--- src/hdl/rie_pkg.sv ---
// Shared types, constants and decode helpers of the instruction executor.
package rie_pkg;

	localparam int MEM_BYTES = 65536;
	localparam int MEM_AW = $clog2(MEM_BYTES);
	localparam int APB_AW = 3;
	localparam logic [APB_AW-3:0] REG_START_PC = '0;
	localparam logic [31:0] START_PC_RESET = 32'h4000_0000;
	localparam int DIV_STEPS = 32;

	localparam logic [1:0] MODE_LOAD = 2'd0;
	localparam logic [1:0] MODE_EXEC = 2'd1;
	localparam logic [1:0] MODE_READ = 2'd2;

	localparam logic [3:0] SP_IDX = 4'd14;
	localparam logic [3:0] PC_IDX = 4'd15;
	localparam logic [1:0] CSR_STATUS = 2'd0;
	localparam logic [1:0] CSR_HANDLER = 2'd1;
	localparam logic [1:0] CSR_CAUSE = 2'd2;
	localparam logic [3:0] CSR_COUNT = 4'd3;
	localparam logic [31:0] CAUSE_ILLEGAL = 32'd1;
	localparam logic [31:0] CAUSE_SWI = 32'd4;

	localparam logic [3:0] OP_HALT = 4'd0;
	localparam logic [3:0] OP_SWI = 4'd1;
	localparam logic [3:0] OP_CALL = 4'd2;
	localparam logic [3:0] OP_JUMP = 4'd3;
	localparam logic [3:0] OP_XCHG = 4'd4;
	localparam logic [3:0] OP_ARITH = 4'd5;
	localparam logic [3:0] OP_LOGIC = 4'd6;
	localparam logic [3:0] OP_SHIFT = 4'd7;
	localparam logic [3:0] OP_STORE = 4'd8;
	localparam logic [3:0] OP_LOAD = 4'd9;

	localparam logic [3:0] MD_CALL_REG = 4'd0;
	localparam logic [3:0] MD_CALL_MEM = 4'd1;
	localparam logic [1:0] CND_ALWAYS = 2'd0;
	localparam logic [1:0] CND_EQ = 2'd1;
	localparam logic [1:0] CND_NE = 2'd2;
	localparam logic [1:0] CND_GT = 2'd3;
	localparam logic [3:0] MD_ADD = 4'd0;
	localparam logic [3:0] MD_SUB = 4'd1;
	localparam logic [3:0] MD_MUL = 4'd2;
	localparam logic [3:0] MD_DIV = 4'd3;
	localparam logic [3:0] MD_NOT = 4'd0;
	localparam logic [3:0] MD_AND = 4'd1;
	localparam logic [3:0] MD_OR = 4'd2;
	localparam logic [3:0] MD_XOR = 4'd3;
	localparam logic [3:0] MD_SHL = 4'd0;
	localparam logic [3:0] MD_SAR = 4'd1;
	localparam logic [3:0] MD_ST_DIR = 4'd0;
	localparam logic [3:0] MD_ST_PRE = 4'd1;
	localparam logic [3:0] MD_ST_IND = 4'd2;
	localparam logic [2:0] MD_LD_CSR = 3'd0;
	localparam logic [2:0] MD_LD_ADDI = 3'd1;
	localparam logic [2:0] MD_LD_IDX = 3'd2;
	localparam logic [2:0] MD_LD_POST = 3'd3;
	localparam logic [2:0] MD_CSR_WR = 3'd4;
	localparam logic [2:0] MD_CSR_OR = 3'd5;
	localparam logic [2:0] MD_CSR_IDX = 3'd6;
	localparam logic [2:0] MD_CSR_POST = 3'd7;

	typedef struct packed {
		logic [1:0]  mode;
		logic [31:0] address;
		logic [31:0] data;
	} in_item_t;

	typedef struct packed {
		logic [31:0] read_value;
		logic [31:0] program_counter;
		logic        halted;
		logic        faulted;
	} out_item_t;

	typedef enum logic [5:0] {
		STEP_NOP, STEP_CLR, STEP_ACCEPT, STEP_MWR, STEP_MRD, STEP_DECODE,
		STEP_PUSH_ST, STEP_PUSH_PC, STEP_SWI, STEP_RDA, STEP_RDB, STEP_RDC,
		STEP_CALL, STEP_PC_AD, STEP_PC_MDR, STEP_EA_AB, STEP_EA_A, STEP_EA_BC,
		STEP_EA_B, STEP_EA_MDR, STEP_ST1, STEP_SWAP1, STEP_SWAP2, STEP_ALU,
		STEP_DIVINIT, STEP_DIVSTEP, STEP_DIVWB, STEP_CSR2A, STEP_ADDB,
		STEP_MDR2A, STEP_BINC, STEP_CSRW_B, STEP_CSRW_OR, STEP_CSRW_MDR,
		STEP_FIN
	} step_t;

	typedef struct packed {
		step_t      step;
		logic [1:0] idx;
	} cmd_t;

	typedef struct packed {
		logic [3:0] op;
		logic [3:0] md;
		logic       ill;
		logic       take;
		logic       stopped;
		logic       clr_last;
	} sts_t;

	function automatic logic is_illegal(input logic [3:0] op, input logic [3:0] md);
		logic ill;
		ill = 1'b0;
		unique case (op)
			OP_HALT, OP_SWI, OP_XCHG: ill = 1'b0;
			OP_CALL:  ill = (md > MD_CALL_MEM);
			OP_JUMP:  ill = md[2];
			OP_ARITH: ill = (md > MD_DIV);
			OP_LOGIC: ill = (md > MD_XOR);
			OP_SHIFT: ill = (md > MD_SAR);
			OP_STORE: ill = (md > MD_ST_IND);
			OP_LOAD:  ill = md[3];
			default:  ill = 1'b1;
		endcase
		return ill;
	endfunction

endpackage

--- src/hdl/rie_ctrl.sv ---
// Sequencer of the executor: steps the datapath through each item.
module rie_ctrl (
	input  logic          clk,
	input  logic          arst_n,
	input  logic          start,
	input  logic [1:0]    mode,
	output logic          busy,
	output logic          done,
	output rie_pkg::cmd_t cmd,
	input  rie_pkg::sts_t sts
);
	import rie_pkg::*;

	localparam logic [4:0] ST_IDLE = 5'd0;
	localparam logic [4:0] ST_CLR = 5'd1;
	localparam logic [4:0] ST_DONE = 5'd2;
	localparam logic [4:0] ST_MWR = 5'd3;
	localparam logic [4:0] ST_MRD = 5'd4;
	localparam logic [4:0] ST_DECODE = 5'd5;
	localparam logic [4:0] ST_DISPATCH = 5'd6;
	localparam logic [4:0] ST_PUSH_ST = 5'd7;
	localparam logic [4:0] ST_PUSH_PC = 5'd8;
	localparam logic [4:0] ST_SWI = 5'd9;
	localparam logic [4:0] ST_RDA = 5'd10;
	localparam logic [4:0] ST_RDB = 5'd11;
	localparam logic [4:0] ST_RDC = 5'd12;
	localparam logic [4:0] ST_EXEC = 5'd13;
	localparam logic [4:0] ST_SWAP2 = 5'd14;
	localparam logic [4:0] ST_DIV = 5'd15;
	localparam logic [4:0] ST_DIVWB = 5'd16;
	localparam logic [4:0] ST_PCMDR = 5'd17;
	localparam logic [4:0] ST_EAMDR = 5'd18;
	localparam logic [4:0] ST_MDR2A = 5'd19;
	localparam logic [4:0] ST_CSRMDR = 5'd20;
	localparam logic [4:0] ST_BINC = 5'd21;
	localparam logic [4:0] ST_FIN = 5'd22;

	logic [4:0] state_q, state_d, ret_q, ret_d;
	logic [4:0] cnt_q, cnt_d;

	always_ff @(posedge clk or negedge arst_n) begin
		if (!arst_n) begin
			state_q <= ST_CLR;
			ret_q <= ST_IDLE;
			cnt_q <= '0;
		end else begin
			state_q <= state_d;
			ret_q <= ret_d;
			cnt_q <= cnt_d;
		end
	end

	always_comb begin
		state_d = state_q;
		ret_d = ret_q;
		cnt_d = cnt_q;
		cmd.step = STEP_NOP;
		cmd.idx = cnt_q[1:0];
		unique case (state_q)
			ST_CLR: begin
				cmd.step = STEP_CLR;
				if (sts.clr_last) state_d = ST_IDLE;
			end
			ST_IDLE: begin
				cnt_d = '0;
				if (start) begin
					cmd.step = STEP_ACCEPT;
					if (mode == MODE_LOAD) begin
						state_d = ST_MWR;
						ret_d = ST_DONE;
					end else if (mode == MODE_EXEC && !sts.stopped) begin
						state_d = ST_MRD;
						ret_d = ST_DECODE;
					end else begin
						state_d = ST_DONE;
					end
				end
			end
			ST_MWR: begin
				cmd.step = STEP_MWR;
				cnt_d = cnt_q + 5'd1;
				if (cnt_q[1:0] == 2'd3) begin
					cnt_d = '0;
					state_d = ret_q;
				end
			end
			ST_MRD: begin
				// four byte reads, then a wait state while the last byte lands
				if (!cnt_q[2]) begin
					cmd.step = STEP_MRD;
					cnt_d = cnt_q + 5'd1;
				end else begin
					cnt_d = '0;
					state_d = ret_q;
				end
			end
			ST_DECODE: begin
				cmd.step = STEP_DECODE;
				state_d = ST_DISPATCH;
			end
			ST_DISPATCH: begin
				if (sts.ill || sts.op == OP_HALT) state_d = ST_FIN;
				else if (sts.op == OP_SWI) state_d = ST_PUSH_ST;
				else if (sts.op == OP_CALL) state_d = ST_PUSH_PC;
				else state_d = ST_RDA;
			end
			ST_PUSH_ST: begin
				cmd.step = STEP_PUSH_ST;
				state_d = ST_MWR;
				ret_d = ST_PUSH_PC;
			end
			ST_PUSH_PC: begin
				cmd.step = STEP_PUSH_PC;
				state_d = ST_MWR;
				ret_d = (sts.op == OP_SWI) ? ST_SWI : ST_RDA;
			end
			ST_SWI: begin
				cmd.step = STEP_SWI;
				state_d = ST_FIN;
			end
			ST_RDA: begin
				cmd.step = STEP_RDA;
				state_d = ST_RDB;
			end
			ST_RDB: begin
				cmd.step = STEP_RDB;
				state_d = ST_RDC;
			end
			ST_RDC: begin
				cmd.step = STEP_RDC;
				state_d = ST_EXEC;
			end
			ST_EXEC: begin
				state_d = ST_FIN;
				unique case (sts.op)
					OP_CALL: begin
						if (sts.md == MD_CALL_REG) begin
							cmd.step = STEP_CALL;
						end else begin
							cmd.step = STEP_EA_AB;
							state_d = ST_MRD;
							ret_d = ST_PCMDR;
						end
					end
					OP_JUMP: begin
						if (sts.take && sts.md[3]) begin
							cmd.step = STEP_EA_A;
							state_d = ST_MRD;
							ret_d = ST_PCMDR;
						end else if (sts.take) begin
							cmd.step = STEP_PC_AD;
						end
					end
					OP_XCHG: begin
						cmd.step = STEP_SWAP1;
						state_d = ST_SWAP2;
					end
					OP_ARITH: begin
						if (sts.md == MD_DIV) begin
							cmd.step = STEP_DIVINIT;
							state_d = ST_DIV;
						end else begin
							cmd.step = STEP_ALU;
						end
					end
					OP_LOGIC, OP_SHIFT: cmd.step = STEP_ALU;
					OP_STORE: begin
						if (sts.md == MD_ST_DIR) begin
							cmd.step = STEP_EA_AB;
							state_d = ST_MWR;
							ret_d = ST_FIN;
						end else if (sts.md == MD_ST_PRE) begin
							cmd.step = STEP_ST1;
							state_d = ST_MWR;
							ret_d = ST_FIN;
						end else begin
							cmd.step = STEP_EA_AB;
							state_d = ST_MRD;
							ret_d = ST_EAMDR;
						end
					end
					OP_LOAD: begin
						unique case (sts.md[2:0])
							MD_LD_CSR:  cmd.step = STEP_CSR2A;
							MD_LD_ADDI: cmd.step = STEP_ADDB;
							MD_LD_IDX, MD_LD_POST: begin
								cmd.step = (sts.md[2:0] == MD_LD_IDX) ? STEP_EA_BC : STEP_EA_B;
								state_d = ST_MRD;
								ret_d = ST_MDR2A;
							end
							MD_CSR_WR: cmd.step = STEP_CSRW_B;
							MD_CSR_OR: cmd.step = STEP_CSRW_OR;
							default: begin
								cmd.step = (sts.md[2:0] == MD_CSR_IDX) ? STEP_EA_BC : STEP_EA_B;
								state_d = ST_MRD;
								ret_d = ST_CSRMDR;
							end
						endcase
					end
					default: state_d = ST_FIN;
				endcase
			end
			ST_SWAP2: begin
				cmd.step = STEP_SWAP2;
				state_d = ST_FIN;
			end
			ST_DIV: begin
				cmd.step = STEP_DIVSTEP;
				cnt_d = cnt_q + 5'd1;
				if (cnt_q == 5'(DIV_STEPS - 1)) begin
					cnt_d = '0;
					state_d = ST_DIVWB;
				end
			end
			ST_DIVWB: begin
				cmd.step = STEP_DIVWB;
				state_d = ST_FIN;
			end
			ST_PCMDR: begin
				cmd.step = STEP_PC_MDR;
				state_d = ST_FIN;
			end
			ST_EAMDR: begin
				cmd.step = STEP_EA_MDR;
				state_d = ST_MWR;
				ret_d = ST_FIN;
			end
			ST_MDR2A: begin
				cmd.step = STEP_MDR2A;
				state_d = (sts.md[2:0] == MD_LD_POST) ? ST_BINC : ST_FIN;
			end
			ST_CSRMDR: begin
				cmd.step = STEP_CSRW_MDR;
				state_d = (sts.md[2:0] == MD_CSR_POST) ? ST_BINC : ST_FIN;
			end
			ST_BINC: begin
				cmd.step = STEP_BINC;
				state_d = ST_FIN;
			end
			ST_FIN: begin
				cmd.step = STEP_FIN;
				state_d = ST_DONE;
			end
			ST_DONE: state_d = ST_IDLE;
			default: state_d = ST_IDLE;
		endcase
	end

	assign busy = (state_q != ST_IDLE);
	assign done = (state_q == ST_DONE);
endmodule

--- config.mk ---
export PLATFORM = sky130hd
export DESIGN_NAME = rie_ctrl
export DESIGN_NICKNAME = d
export VERILOG_FILES = /design/src/hdl/rie_pkg.sv /design/src/hdl/rie_ctrl.sv
export SDC_FILE = /design/constraint.sdc
export NUM_CORES = 1
export LEC_CHECK = 0
export BUFFER_PORTS_ARGS = -buffer_cell sky130_fd_sc_hd__buf_2
export CELL_PAD_IN_SITES_DETAIL_PLACEMENT = 0
export CELL_PAD_IN_SITES_GLOBAL_PLACEMENT = 1
export CORE_MARGIN = 4
export CORE_UTILIZATION = 39
export CTS_CLUSTER_DIAMETER = 200
export DETAILED_ROUTE_END_ITERATION = 10
export PLACE_DENSITY = 0.86
export SLEW_MARGIN = 30
export SYNTH_ARGS = -nofsm -noshare
export SYNTH_HDL_FRONTEND = slang
export SYNTH_SLANG_ARGS = --single-unit
export TNS_END_PERCENT = 20
--- constraint.sdc ---
create_clock -name clk -period 1.96 [get_ports clk]
set_input_delay 0.392 -clock clk [delete_from_list [all_inputs] [get_ports clk]]
set_output_delay 0.392 -clock clk [all_outputs]
set_load 0.005 [all_outputs]
==> impl_results.md, run 1 <==
- Avg WL per Cell: 17.3 um
- WP buf/inv: 2
- Failing checks: setup timing
- VDD IR max: 0.395 mV
- Mapped Avg Cell Area: 7.18 um^2
- Setup CP Type: in -> out
- Routed Antenna Nets: 0
- FP Rows: 26
- Ports: 27
- Required @ worst endpoint: 1.57 ns
- Top Metal Used: met4
- # fillers: 491
- CTS tree: done
- Syn Std Cell Area: 0.00213 mm^2
- H-tree levels: 1
- #FFs+latches synth: 15
- Post-Syn Instances: 297
- Sequential area share after synthesis: 0.177
- Period utilization: 1.09
- Max FO, Critical Path: 4
- Largest net degree at the start of global routing: 17
- Final instance area: 0.00306 mm^2
- WL met1: 3.26 mm
- Core Box Area: 0.00520 mm^2
- WHS: 0.0443 ns
- Max-cap violations: 0
- Hold Violations, Final: 0
- Tot GR Track Use: 0.228
- Die W: 82.0 um
- YS warnings: 0
- Setup crit start kind: input pin
- Number of global-route vias before repair: 2437
- Clock buffer depth: 2
- DP Worst Slack: -0.303 ns
- Fraction of registers with async set/reset: 1.00
- Worst skew pair latency: 0.25 ns
- Crit path largest cell delay: 0.34 ns
- N_diodes: 0
- First-pass GRT wire length: 12.0 mm
- Placed instance area: 0.00277 mm^2
- Worst slew pin tran: 0.468 ns
- CTS clk-pin slew, worst paths: 0.07 ns
- First-pass DRT Iterations: 7
- Met3 wire length: 419 um
- Setup-failing EPs final: 8
- Crit path time final: 2.14 ns
- Clk sinks: 15
- Leak Pwr: 0.00135 uW
- Drt drc: 0
- HPWL Detailed: 5.92 mm
- Vias per cell: 6.08
- Total grt overflow: 0
- Slew margin rel.: 0.686
- Power density over the cells: 1120 mW/mm^2
- Clk_skew: 0.00393 ns
- # hold bufs at CTS: 0
- Syn Nets: 318
- Sum Neg Setup Slack: -0.838 ns
- Critical path capture point type: primary output
- Min setup slack post-route: -0.177 ns
- Crit path max-delay cell type: nor4_2
- Final nets: 395
- Max Fclk: 0.468 GHz
- Initial Util: 0.410
- Ratio of cells with drive above 1 in the final layout: 0.416
- Cts bufs inserted: 3
- Final wirelength: 7.68 mm
- Root Driver: clkbuf_8
- Die area: 0.00672 mm^2
- Worst EP arrival: 1.74 ns
- Crit path max-delay family: compound AO/OA/AOI/OAI gates
- Worst path cell trace: buf_2, nor4_2, or3_1, o211ai_1, o31ai_2, o211ai_1, buf_2
- Outcome: finished with violations
- Initial antenna violation count: 0
- Die Ht: 82.0 um
- IO buf count: 26
- Routed met2 length: 3.78 mm
- Count of final max-slew check failures: 0
- Unique masters post-synth: 72
- Via count: 2692
- EDFF count, synth: 0
- RSZ-0062 raised after global routing: true
- Top FF cell, synth: dfrtp_1
- Routability congestion estimate: 1.02
- Starting DRC count in detailed routing: 176
- Worst Hold Class: in -> async
- Syn-to-layout area delta: 43.4%
-- state kept, by name, indices dropped and copies added (netlist names) --
signal	flops
cnt_q	5
ret_q	5
state_q	5
-- path summary, 6_finish.rpt --
path                                             start  slack, ns                endpoint  cells past startpoint
worst min-delay path                            arst_n       0.04  state_q[1]$_DFFE_PN0P_                      1
max in group asynchronous                       arst_n       1.61  state_q[0]$_DFFE_PN1P_                      1
worst max-delay path                            sts[6]      -0.18                  cmd[2]                      7
worst min register to register    ret_q[3]$_DFFE_PN0P_       0.47    ret_q[3]$_DFFE_PN0P_                      1
min in group clk                  ret_q[3]$_DFFE_PN0P_       0.47    ret_q[3]$_DFFE_PN0P_                      1
worst max register to register  state_q[0]$_DFFE_PN1P_      -0.06  state_q[1]$_DFFE_PN0P_                      7
-- layer usage --
layer	up-vias	GRT usage
met5	-	0
met4	0	0.0748
met3	26	0.0175
met2	125	0.404
met1	1270	0.291
li1	1271	-
-- stage by stage --
stage	utilization	total power [uW]	instances
2_1_floorplan	-	1870	297
3_3_place_gp	0.532	2800	438
3_5_place_dp	0.532	2840	438
4_1_cts	0.562	3200	442
5_1_grt	0.588	3650	443
6_report	0.588	3430	443
-- cells in the final DEF, fill, tap and decap left out, drive strengths merged, types with 4 or more instances in the layout --
cell    count
buf       100
nand2      24
nor2       24
o21ai      24
a21oi      19
dfrtp      14
inv        11
nor3       11
nand3       9
nor2b       8
nand2b      7
o211ai      6
nor3b       6
nand4       5
a21boi      5
a41oi       4
a31oi       4
a211oi      4
or3b        4
mux2        4
nor4        4
ha          4
and2        4
or2         4
-- synthesized netlist by cell type, types with 3 or more instances --
library cell	number	share of area
a211oi_1	4	0.014
a21boi_0	4	0.014
a21oi_1	19	0.045
a22oi_1	3	0.011
a31oi_1	4	0.012
a41oi_1	4	0.016
and2_1	4	0.012
and3_1	3	0.0088
buf_2	11	0.026
buf_4	3	0.011
clkbuf_1	12	0.021
dfrtp_1	14	0.16
ha_1	4	0.023
inv_1	11	0.019
mux2_4	3	0.021
nand2_1	24	0.042
nand2b_1	6	0.018
nand3_1	9	0.021
nand3b_1	3	0.011
nand4_1	4	0.012
nor2_1	24	0.042
nor2b_1	7	0.021
nor3_1	11	0.026
nor3b_1	5	0.018
nor4_1	4	0.012
o211ai_1	6	0.021
o21ai_0	23	0.054
o221ai_1	3	0.012
o31ai_1	3	0.011
or2_1	3	0.0088
or3_1	3	0.0088
xnor2_1	3	0.012
-- kinds of logic (layout without fill, tap and decap cells) --
kind of cell             count (synthesis)  count (layout)  synth area share
buffers and inverters                   39             115            0.0803
flip-flops                              15              15             0.177
adder cells (fa/ha/maj)                  4               4            0.0235
XOR/XNOR                                 3               3            0.0123
AO/OA/AOI/OAI                          101             101             0.326
multiplexers                             5               5            0.0311
AND/OR/NAND/NOR                        130             130             0.350
-- layout make-up --
class / count / area (um^2) / share of cell area
Timing Repair Buffer: 100 / 741 / 0.242
Tap cell: 70 / 87.6 / 0.0286
Multi-Input combinational cell: 243 / 1770 / 0.577
Inverter: 11 / 41.3 / 0.0135
Clock inverter: 1 / 5.00 / 0.00164
Clock buffer: 3 / 41.3 / 0.0135
Sequential cell: 15 / 378 / 0.124
-- report_power, final --
part	switching (uW)	internal [uW]
sequential	86.9	421
combinational	1380	1290
clock	113	141
-- repair_timing --
action                                  in CTS  in global routing
endpoints found under the setup margin      16                 20
pin swaps                                   10                 11
gates resized for setup                     29                 34
setup buffers                                1                  1
Power figures use the tool's default switching activity.
==> inputs of run 2 (changes only) <==
--- a/config.mk
+++ b/config.mk
@@ -6,13 +6,14 @@
 export NUM_CORES = 1
 export LEC_CHECK = 0
 export BUFFER_PORTS_ARGS = -buffer_cell sky130_fd_sc_hd__buf_2
+export CAP_MARGIN = 20
 export CELL_PAD_IN_SITES_DETAIL_PLACEMENT = 0
 export CELL_PAD_IN_SITES_GLOBAL_PLACEMENT = 1
 export CORE_MARGIN = 4
-export CORE_UTILIZATION = 39
+export CORE_UTILIZATION = 43
 export CTS_CLUSTER_DIAMETER = 200
 export DETAILED_ROUTE_END_ITERATION = 10
-export PLACE_DENSITY = 0.86
+export PLACE_DENSITY = 0.89
 export SLEW_MARGIN = 30
 export SYNTH_ARGS = -nofsm -noshare
 export SYNTH_HDL_FRONTEND = slang
==> constraint.sdc (replaced) <==
create_clock -name clk -period 2.1 [get_ports clk]
set_input_delay 0.42 -clock clk [delete_from_list [all_inputs] [get_ports clk]]
set_output_delay 0.42 -clock clk [all_outputs]
set_load 0.005 [all_outputs]
==> impl_results.md, run 2 (synthesized netlist as in run 1, its figures left out) <==
- Core Box Area: 0.00475 mm^2
- Starting DRC count in detailed routing: 316
- Cts bufs inserted: 3
- Critical path capture point type: primary output
- Comb power frac: 0.755
- Root Driver: clkbuf_8
- Worst Hold Class: in -> async
- Switching Fraction: 0.464
- Worst skew pair latency: 0.26 ns
- Initial antenna violation count: 0
- Tot GR Track Use: 0.238
- Most frequent cells in the layout: buf_4, nand2_1, buf_2
- Max-cap violations: 0
- R2R depth: 7
- DP Cell Count: 423
- Required @ worst endpoint: 1.68 ns
- Worst slew pin tran: 0.416 ns
- Switching pwr: 1400 uW
- FF-to-FF setup slack: 0.09 ns
- Outcome: finished with violations
- Clk_skew: 0.00217 ns
- Initial Util: 0.449
- Leak Pwr: 0.00130 uW
- Routability congestion estimate: 0.960
- Final instance area: 0.00296 mm^2
- FP Rows: 25
- Setup crit start kind: input pin
- Top Metal Used: met4
- Finished Layout Cells: 432
- Syn-to-layout area delta: 38.7%
- CTS tree: done
- Avg WL per Cell: 17.3 um
- Max FO, Critical Path: 7
- First-pass GRT wire length: 11.7 mm
- Seq pwr share: 0.162
- Failing checks: setup timing
- Clock buffer depth: 2
- Largest net degree at the start of global routing: 16
- WL met1: 3.13 mm
- DP Worst Slack: -0.216 ns
- Ports: 27
- Hold Violations, Final: 0
- Int Pwr: 1610 uW
- Crit path time final: 2.15 ns
- First-pass DRT Iterations: 5
- Final nets: 387
- Period utilization: 1.02
- CTS clk-pin slew, worst paths: 0.06 ns
- Vias per cell: 6.14
- Max Fclk: 0.466 GHz
- N_diodes: 0
- Slew margin rel.: 0.722
- Most common cell after layout, fill and taps aside: buf_4
- WHS: 0.0586 ns
- Largest regs: cnt_q x5, ret_q x5, state_q x5
- Drt drc: 0
- Count of final max-slew check failures: 0
- Setup-failing EPs final: 4
- Met3 wire length: 385 um
- Routed Antenna Nets: 0
- Placed instance area: 0.00268 mm^2
- Routed met2 length: 3.71 mm
- Die W: 78.4 um
- VDD IR max: 0.391 mV
- Ratio of cells with drive above 1 in the final layout: 0.381
- Die area: 0.00615 mm^2
- IO buf count: 26
- Power share of the clock group: 0.083
- RSZ-0062 raised after global routing: true
- Final wirelength: 7.47 mm
- HPWL Detailed: 5.73 mm
- Number of global-route vias before repair: 2455
- Total grt overflow: 0
- Setup CP Type: in -> out
- Worst EP arrival: 1.73 ns
- H-tree levels: 1
- Power density over the cells: 1020 mW/mm^2
- Clk sinks: 15
- Min setup slack post-route: -0.0454 ns
- Die Ht: 78.4 um
- Via count: 2651
run 2: cell types whose count changed in the layout (fill, tap and decap cells not counted), sizes merged:
cell / before / now
buf: 100 / 92
clkbuf: 3 / 4
clkinv: 1 / 0
run 2: through the flow:
stage               total power, uW   util  setup TNS, ns
floorplan                      1740      -              0
global placement               2530  0.563         -0.930
detailed placement             2560  0.563         -0.704
CTS                            2850  0.598         -0.100
global route                   3200  0.622         -0.402
finish                         3010  0.622         -0.126
run 2: metal layers:
metal / vias to the layer above / GRT usage
li1: 1252 / -
met1: 1251 / 0.292
met2: 122 / 0.423
met3: 26 / 0.0195
met4: 0 / 0.103
met5: - / 0
run 2: area by class of cell:
cell class / instances / area, um^2
fillers: 435 / 1800
multi-input cells: 243 / 1740
repair buffers: 92 / 664
flip-flops and latches: 15 / 379
well taps: 67 / 83.8
clock buffers: 4 / 45.0
inverters: 11 / 41.3
run 2: final timing paths:
path	startpoint	end
setup / recovery	sts[11]	cmd[3]
hold / removal	arst_n	cnt_q[4]$_DFFE_PN0P_
setup reg to reg	state_q[0]$_DFFE_PN1P_	state_q[1]$_DFFE_PN0P_
hold reg to reg	cnt_q[3]$_DFFE_PN0P_	cnt_q[3]$_DFFE_PN0P_
max in group asynchronous	arst_n	state_q[0]$_DFFE_PN1P_
min in group clk	cnt_q[3]$_DFFE_PN0P_	cnt_q[3]$_DFFE_PN0P_
run 2: worst max-delay path: stages:
cell and delay [ns]:
buf_8 0.11, or3b_4 0.40, or3_1 0.32, o211ai_1 0.14
o21ai_1 0.12, o221ai_1 0.07, buf_2 0.14
run 2: power groups by stage:
| stage | Clock, uW | Sequential, uW | Combinational [uW] |
|---|---|---|---|
| finish | 250 | 488 | 2270 |
| global route | 257 | 497 | 2440 |
| CTS | 245 | 484 | 2130 |
| detailed placement | 0 | 486 | 2080 |
| global placement | 0 | 482 | 2040 |
| floorplan | 0 | 450 | 1290 |
run 2: timing repair:
item                                    CTS  global route
hold buffers                              0             0
gates resized for setup                  26            19
buffers inserted                          2             3
pin swaps                                 9             6
hold endpoints to repair                  0             0
endpoints found under the setup margin    7            13
gates cloned                              0             0
==> inputs of run 3 (changes only) <==
--- a/config.mk
+++ b/config.mk
@@ -14,6 +14,7 @@
 export CTS_CLUSTER_DIAMETER = 200
 export DETAILED_ROUTE_END_ITERATION = 10
 export PLACE_DENSITY = 0.89
+export RECOVER_POWER = 100
 export SLEW_MARGIN = 30
 export SYNTH_ARGS = -nofsm -noshare
 export SYNTH_HDL_FRONTEND = slang
==> impl_results.md, run 3 (synthesized netlist as in run 1, its figures left out) <==
- R2r endpoint: state_q[1]$_DFFE_PN0P_
- H-tree levels: 1
- FF-to-FF setup slack: 0.08 ns
- CTS tree: done
- Clock buffer depth: 2
- # hold bufs at CTS: 0
- Clk sinks: 15
- Crit path max-delay cell type: or3b_4
- Switching pwr: 1400 uW
- Hold Violations, Final: 0
- FP Rows: 25
- Power share of the clock group: 0.083
- Tot GR Track Use: 0.238
- Count of final max-slew check failures: 0
- Critical path capture point type: primary output
- Crit path largest cell delay: 0.40 ns
- Outcome: finished with violations
- Syn-to-layout area delta: 38.4%
- Final nets: 387
- Die area: 0.00615 mm^2
- Crit path time final: 2.14 ns
- Root Driver: clkbuf_8
- Routability congestion estimate: 0.960
- Switching Fraction: 0.465
- Multi-input gate area: 0.00174 mm^2
- Clk_skew: 0.00385 ns
- RSZ-0062 raised after global routing: true
- Initial antenna violation count: 0
- Max Fclk: 0.467 GHz
- Failing checks: setup timing
- Die W: 78.4 um
- Routed Antenna Nets: 0
- # fillers: 436
- Worst path cell trace: buf_8, or3b_4, or3_1, o211ai_1, o21ai_1, o221ai_1, buf_2
- IO buf count: 26
- Setup crit start kind: input pin
- Power density over the cells: 1020 mW/mm^2
- Period utilization: 1.02
- Max-cap violations: 0
- Largest net degree at the start of global routing: 16
- R2R depth: 7
- Placed instance area: 0.00268 mm^2
- Ports: 27
- Number of global-route vias before repair: 2455
- HPWL Detailed: 5.73 mm
- Total grt overflow: 0
- Worst skew pair latency: 0.26 ns
- First-pass GRT wire length: 11.7 mm
- N_diodes: 0
- Drt drc: 0
- Vias per cell: 6.11
- Starting DRC count in detailed routing: 311
- First-pass DRT Iterations: 6
- Power, Total: 3000 uW
- Max FO, Critical Path: 7
- Cts bufs inserted: 3
- Worst slew pin tran: 0.825 ns
- Worst Hold Class: in -> async
- Die Ht: 78.4 um
- Leak Pwr: 0.00130 uW
- Final instance area: 0.00295 mm^2
- Ratio of cells with drive above 1 in the final layout: 0.375
- FF/Latch Area: 379 um^2
- Via count: 2641
- Int Pwr: 1600 uW
- RR Startpoint: state_q[0]$_DFFE_PN1P_
- Setup-failing EPs final: 4
- Final wirelength: 7.47 mm
- Required @ worst endpoint: 1.68 ns
- Initial Util: 0.449
- Worst EP arrival: 1.72 ns
- Slew margin rel.: 0.450
- Most common cell after layout, fill and taps aside: buf_4
- Largest regs: cnt_q x5, ret_q x5, state_q x5
- Seq pwr share: 0.163
- VDD IR max: 0.395 mV
- Avg WL per Cell: 17.3 um
- Core Box Area: 0.00475 mm^2
- Comb power frac: 0.755
- Most frequent cells in the layout: buf_4, nand2_1, o21ai_0, buf_2, nor2_1
- Min setup slack post-route: -0.0436 ns
- Setup CP Type: in -> out
- CTS clk-pin slew, worst paths: 0.07 ns
run 3: how the worst max path moves through the flow:
stage	from	to	slack (ns)	cells past startpoint
after floorplan	state_q[0]$_DFFE_PN1P_	cmd[7]	0.07	6
after global placement	sts[10]	cmd[5]	-0.26	9
after detailed placement	sts[10]	cmd[5]	-0.22	9
after CTS	state_q[0]$_DFFE_PN1P_	cmd[5]	-0.05	7
after global routing	state_q[0]$_DFFE_PN1P_	cmd[5]	-0.09	7
final	sts[11]	cmd[3]	-0.04	7
run 3: through the flow:
stage	hold slack (ns)	worst slack [ns]	TNS, ns	util	instances
6_report	0.232	-0.0436	-0.111	0.621	432
5_1_grt	0.323	-0.0879	-0.402	0.621	432
4_1_cts	0.0776	-0.0544	-0.100	0.598	429
3_5_place_dp	0.349	-0.216	-0.704	0.563	423
3_3_place_gp	0.336	-0.257	-0.930	0.563	423
2_1_floorplan	0.124	0.0746	0	-	297
run 3: critical path: cells and delay by family:
family	cells	cell delay, ns
AND/OR/NAND/NOR	2	0.72
AO/OA/AOI/OAI	3	0.33
buffers and inverters	2	0.25
run 3: final cells by class:
| class | count | area share |
|---|---|---|
| clock buffer | 4 | 0.0153 |
| inverter | 11 | 0.0140 |
| multi-input combinational | 243 | 0.591 |
| sequential | 15 | 0.128 |
| tap | 67 | 0.0284 |
| timing repair buffer | 92 | 0.223 |
run 3: per-layer routing:
layer	vias to the layer above	part of all wire	track usage
li1	1252	-	-
met4	0	0.033	0.103
met5	-	0	0
met3	24	0.072	0.0195
met2	133	0.50	0.423
met1	1232	0.40	0.292
run 3: power groups by stage:
| stage | clock [uW] | combinational (uW) | sequential, uW |
|---|---|---|---|
| final | 248 | 2260 | 488 |
| after global routing | 257 | 2440 | 497 |
| after CTS | 245 | 2130 | 484 |
| after detailed placement | 0 | 2080 | 486 |
| after global placement | 0 | 2040 | 482 |
| after floorplan | 0 | 1290 | 450 |
run 3: timing repair:
| item | in CTS | in global routing |
|---|---|---|
| pin swaps | 9 | 6 |
| setup endpoints to repair | 7 | 13 |
| buffers inserted | 2 | 3 |
| resized for setup | 26 | 19 |
